### src/hdl/safd_pkg.sv
// Shared constants for the stereo align fractional delay block.
`default_nettype none

package safd_pkg;

    // Configuration port
    localparam int CFG_INDEX_BITS = 2;
    localparam int CFG_DATA_BITS  = 19;

    typedef enum logic [CFG_INDEX_BITS-1:0] {
        CFG_BALANCE      = 2'd0,
        CFG_DELAY_OFFSET = 2'd1,
        CFG_MODE         = 2'd2
    } t_cfg_index;

    // Register widths
    localparam int BALANCE_BITS = 17;
    localparam int OFFSET_BITS  = 19;
    localparam int MODE_BITS    = 3;

    // Mode codes
    localparam logic [MODE_BITS-1:0] MODE_INVERT_SHORT = 3'd2;
    localparam logic [MODE_BITS-1:0] MODE_LONG         = 3'd3;
    localparam logic [MODE_BITS-1:0] MODE_INVERT_LONG  = 3'd4;
    localparam logic [MODE_BITS-1:0] MODE_BYPASS       = 3'd5;

    // Gain: unsigned, units of 2^-16, 0..65536
    localparam int GAIN_BITS  = 17;
    localparam int GAIN_SHIFT = 16;
    localparam int HALF_GAIN  = 32768;

    // Delay magnitude: whole samples and 1/256 fraction
    localparam int FRAC_BITS   = 8;
    localparam int NEAR_BITS   = 10;
    localparam int MAG_BITS    = NEAR_BITS + FRAC_BITS;
    localparam int SHORT_LIMIT = 30 * 256;
    localparam int LONG_LIMIT  = 700 * 256;

endpackage : safd_pkg

`default_nettype wire

### src/hdl/safd_gain.sv
// Balance gain for one channel: optional negate, multiply, round, saturate.
`default_nettype none

module safd_gain
    import safd_pkg::*;
#(
    parameter int SAMPLE_BITS = 24
) (
    input  wire                          i_clk,
    input  wire                          i_en,
    input  wire signed [SAMPLE_BITS-1:0] i_sample,
    input  wire                          i_negate,
    input  wire [GAIN_BITS-1:0]          i_gain,
    output logic signed [SAMPLE_BITS-1:0] o_scaled
);

    localparam int PW = SAMPLE_BITS + GAIN_BITS + 2;
    localparam int RW = PW - GAIN_SHIFT;
    localparam logic signed [PW-1:0] ROUND_BIAS = PW'(HALF_GAIN);
    localparam logic signed [RW-1:0] SAT_MAX = RW'((2 ** (SAMPLE_BITS - 1)) - 1);
    localparam logic signed [RW-1:0] SAT_MIN = RW'(-(2 ** (SAMPLE_BITS - 1)));

    logic signed [SAMPLE_BITS:0] s_operand;
    logic signed [PW-1:0]        n_prod;
    logic signed [PW-1:0]        r_prod;
    logic signed [PW-1:0]        s_biased;
    logic signed [RW-1:0]        s_round;

    always_comb begin
        s_operand = {i_sample[SAMPLE_BITS-1], i_sample};
        if (i_negate) begin
            s_operand = -s_operand;
        end
        n_prod = s_operand * $signed({1'b0, i_gain});
    end

    always_ff @(posedge i_clk) begin
        if (i_en) begin
            r_prod <= n_prod;
        end
    end

    // ties round toward +inf: add half, floor
    always_comb begin
        s_biased = r_prod + ROUND_BIAS;
        s_round  = s_biased[PW-1:GAIN_SHIFT];
        if (s_round > SAT_MAX) begin
            o_scaled = SAT_MAX[SAMPLE_BITS-1:0];
        end else if (s_round < SAT_MIN) begin
            o_scaled = SAT_MIN[SAMPLE_BITS-1:0];
        end else begin
            o_scaled = s_round[SAMPLE_BITS-1:0];
        end
    end

endmodule : safd_gain

`default_nettype wire

### config.mk
export PLATFORM = sky130hd
export DESIGN_NAME = safd_gain
export DESIGN_NICKNAME = d
export VERILOG_FILES = /design/src/hdl/safd_pkg.sv /design/src/hdl/safd_gain.sv
export SDC_FILE = /design/constraint.sdc
export NUM_CORES = 1
export LEC_CHECK = 0
export BUFFER_PORTS_ARGS = -buffer_cell sky130_fd_sc_hd__buf_2
export CAP_MARGIN = 20
export CORE_AREA = 2 2 265 267
export CTS_BUF_LIST = sky130_fd_sc_hd__clkbuf_4
export CTS_CLUSTER_SIZE = 12
export DETAILED_ROUTE_END_ITERATION = 8
export DIE_AREA = 0 0 267 269
export GPL_TIMING_DRIVEN = 0
export PLACE_DENSITY_LB_ADDON = 0.15
export SLEW_MARGIN = 20
export SYNTH_ARGS = -nofsm -noshare
export SYNTH_HDL_FRONTEND = slang
export SYNTH_SLANG_ARGS = --single-unit
### constraint.sdc
create_clock -name i_clk -period 28.4 [get_ports i_clk]
set_clock_uncertainty 0.1 [all_clocks]
set_input_delay 5.68 -clock i_clk [delete_from_list [all_inputs] [get_ports i_clk]]
set_output_delay 5.68 -clock i_clk [all_outputs]
set_load 0.005 [all_outputs]
**Word-level counts from Yosys, hierarchy flattened**

Index checks and enable logic that the tools add are counted.

- $mul: 1
- Magnitude comparators: 2
- Mux-type cells: 3
- Add/subtract/negate cells: 2

Operators by type and width:

| operator | number |
|---|---|
| $mux W24 | 2 |
| $add A43 B17 Y43 const B | 1 |
| $mul A25 B18 Y43 | 1 |
| $gt A27 B24 Y1 const B | 1 |
| $lt A27 B24 Y1 const B | 1 |
| $mux W25 | 1 |
| $neg A24 Y25 | 1 |

- Logic and storage cells: 9
- Register bits: 43

**Longest topological paths before layout**

- Depth after elaboration: 4
- Gate-level depth with buffers: 31
- Mapped depth without buffers: 30

**Worst setup path after synthesis**

No wires, ideal clock.

- Path type: input port to flip-flop
- From: input i_sample[9]
- To: register r_prod[42], data pin
- Arrival time: 13.093 ns
- Library setup time: 0.203 ns
- Stages: 27
- Setup slack: 15.004 ns
- Cell sequence: or3_1 or3_4 nand2b_4 nand2b_4 or4_1 a21o_1 buf_6 and2_1 fa_1 inv_1 fa_1 inv_1 fa_1 fa_1 fa_1 inv_1 fa_1 inv_1 ha_1 a21o_1 nor2_1 o221ai_1 o31ai_1 o21ai_1 o41ai_4 mux2i_1 a2111oi_1

- Longest elaborated chain between the ends: 3

Ends and longest elaborated chain:

| what | RTL line | source |
|---|---|---|
| from (decl) | safd_gain.sv:11 | `input wire signed [SAMPLE_BITS-1:0] i_sample,` |
| $neg A24 Y25 | safd_gain.sv:32 | `s_operand = -s_operand;` |
| $mux W25 (*) | safd_gain.sv:31 | `if (i_negate) begin` |
| $mul A25 B18 Y43 (*) | safd_gain.sv:34 | `n_prod = s_operand * $signed({1'b0, i_gain});` |
| net n_prod[42] | safd_gain.sv:24 | `logic signed [PW-1:0] n_prod;` |
| to (signal assigned) | safd_gain.sv:39 | `r_prod <= n_prod;` |
| to (decl) | safd_gain.sv:25 | `logic signed [PW-1:0] r_prod;` |

The timed path passes the listed nets; every way through them passes the cells marked *.
A chain may end at the register's enable or synchronous reset.

**Worst setup path after layout**

- From: input i_sample[0]
- To: register r_prod[42], data pin

The elaborated chain is that of the path after synthesis.

==> metrics.md <==
| Metric | Value |
|---|---|
| Post-synthesis instance area | `0.0171 mm²` |
| Critical Path AT | `14.41 ns` |
| CP Class | `in -> reg` |
| Gr usage total | `0.158` |
| Routed wire length | `52700 µm` |
| Largest Register | `r_prod` |
| Hold_sp | `i_en` |
| Hold Path Depth | `1` |
| Final Hold Viols | `0` |
| CTS resizes | `0` |
| Core Rows | `97` |
| Worst Hold Class | `in -> reg` |
| Fin crit share | `0.509` |
| Die ar. | `0.0718 mm²` |
| Slew margin rel. | `0.257` |
| Final WS setup | `13.95 ns` |
| Met1 Resource Use GR | `0.194` |
| Shortest period the worst path allows | `14.45 ns` |
| Setup TNS | `0 ns` |
| Max FFs per register | `28` |
| Routed Antenna Nets | `0` |
| Avg Inst Size Synth | `9.01 µm²` |
| Via count | `12300` |
| WHS Endpoint | `r_prod[16]` |
| DP HPWL | `46600 µm` |
| Synth warn | `0` |
| Total clock buffers created by CTS | `3` |
| Gate Count Post-Synth | `1894` |
| First-pass GRT wire length | `84600 µm` |
| M2 GR Usage | `0.298` |
| Layout cells sized above 1 | `0.0510` |
| Post-Layout Cell Count | `2903` |
| Main flop type after synthesis | `edfxtp_1` |
| I/O Buffers | `63` |
| Final RePlAce weighted congestion | `0.856` |
| Max FO, Critical Path | `10` |
| Netlist cell types | `63` |
| Fillers | `7500` |
| Highest clock rate | `69.2 MHz` |
| First-pass DRT Iterations | `5` |
| Synth Register Bits | `28` |
| Syn_nets | `2455` |
| Chip height | `269 µm` |
| WHS | `5.77 ns` |
| Number of buffers added to fix hold violations after cts | `0` |
| Core Area | `0.0693 mm²` |
| Busiest grt layer | `met2` |
| Slowest stage delay, CP | `0.67 ns` |
| Crit. End Element | `register` |
| Setup slack at placement | `13.28 ns` |
| Pins Over Slew Limit | `0` |
| Worst Max-Slew Pin Slew | `1.11 ns` |
| Max-cap viol count | `0` |
| Remaining Overflow, GRT | `0` |
| CP max-delay cell | `a2111oi_1` |
| WP data required | `28.36 ns` |
| Initial Util | `0.246` |
| Placed insts | `2897` |
| Startpoint types | `input port` |
| Top Registers | `r_prod: 28 flops` |
| Iter 0 DRT Violations | `582` |
| CTS max path bufs | `2` |
| Post-synth EDFFs | `28` |
| Register area share after synthesis | `0.0493` |
| P&R area growth vs syn | `9.38%` |
| TritonCTS clock tree | `done` |
| # DRC | `0` |
| Top Ports | `68` |
| Synth async-reset ratio | `0` |
| Sink Count | `28` |
| Postcts setup bufs | `0` |
| Clock slew at reported path FFs | `0.14 ns` |
| Crit path top cell by count | `fa_1` |
| Vias in the first global route | `14400` |
| Via density | `4.23` |
| Depth of the CTS H-tree | `1` |
| Die X | `267 µm` |
| Initial antenna violation count | `2` |
| # nets final | `2523` |
| Largest net degree at the start of global routing | `29` |
| Post-detailed-route wirelength per cell | `18.2 µm` |
| Clock root cell | `clkbuf_4` |
| Unrepaired setup endpoints after global routing | `false` |
| Routing usage on met3 | `0.0130` |
| Status | `finished, final reports clean` |
| WP buf/inv | `7` |
| Cell family with most CP delay | `adder cells` |
| Final setup fails | `0` |
==> cells by family after synthesis <==
logic type      after synthesis  synth area share
buf+inv                     568             0.126
fa+ha+maj                   517             0.561
mux                           1          0.000587
compound gates              124            0.0485
flops                        28            0.0493
simple gates                577             0.173
xor+xnor                     79            0.0406
==> synth_stat cells, drive strengths merged (5+ instances only) <==
library cell / n / area (µm²)
xor2: 21 / 184
inv: 496 / 1860
edfxtp: 28 / 841
nor4: 5 / 52.6
buf: 8 / 50.1
a21oi: 28 / 144
a21o: 11 / 82.6
and3: 6 / 37.5
and2: 225 / 1410
nand2b: 5 / 46.3
clkbuf: 64 / 240
nand2: 245 / 920
xnor2: 58 / 508
nand4: 9 / 62.6
o21a: 5 / 37.5
or3: 8 / 55.1
ha: 103 / 1290
o41ai: 5 / 77.6
fa: 414 / 8290
nor2: 35 / 131
o21ai: 38 / 190
o31ai: 8 / 60.1
nor3: 10 / 66.3
nand3: 14 / 70.1
==> metrics by stage <==
| step | utilization | cell area (µm²) |
|---|---|---|
| 6_report | 0.269 | 18700 |
| 5_1_grt | 0.269 | 18700 |
| 4_1_cts | 0.269 | 18600 |
| 3_5_place_dp | 0.268 | 18600 |
| 3_3_place_gp | 0.268 | 18500 |
| 2_1_floorplan | - | 17100 |
==> how the worst max path moves through the flow <==
stage | end | startpoint | depth (start not counted)
after floorplan | r_prod[42] | i_sample[9] | 27
after global placement | r_prod[42] | i_sample[3] | 28
after detailed placement | r_prod[42] | i_sample[3] | 28
after CTS | r_prod[42] | i_sample[3] | 28
after global routing | r_prod[42] | i_sample[0] | 30
final | r_prod[42] | i_sample[0] | 30
==> area by class of cell <==
class / instances / area (µm²) / share of cell area
Multi-Input combinational cell: 1298 / 14100 / 0.758
Inverter: 496 / 1860 / 0.0998
Tap cell: 940 / 1180 / 0.0630
Sequential cell: 28 / 841 / 0.0451
Timing Repair Buffer: 63 / 315 / 0.0169
Buffer: 72 / 290 / 0.0156
Clock buffer: 3 / 22.5 / 0.00121
Antenna cell: 2 / 5.00 / 0.000268
Clock inverter: 1 / 3.75 / 0.000201
==> layer usage <==
metal	vias to the layer above	wire length (µm)	share of wire
li1	5662	-	-
met2	156	27800	0.53
met1	6435	22100	0.42
met5	-	0	0
met4	0	1420	0.027
met3	41	1340	0.025
==> cells in the final DEF, fill, tap and decap left out, types with 10 or more instances in the layout <==
| cell type | n |
|---|---|
| xnor2_2 | 10 |
| xnor2_1 | 48 |
| and2_1 | 225 |
| inv_1 | 496 |
| buf_2 | 67 |
| fa_1 | 413 |
| o21ai_0 | 33 |
| xor2_1 | 21 |
| a21o_1 | 11 |
| nand3_1 | 14 |
| edfxtp_1 | 28 |
| clkbuf_1 | 64 |
| a21oi_1 | 27 |
| nor2_1 | 35 |
| nand2_1 | 245 |
| ha_1 | 103 |
Power is not shown: default switching activity piles up to over one toggle a cycle in this logic, so the estimate is an artifact.
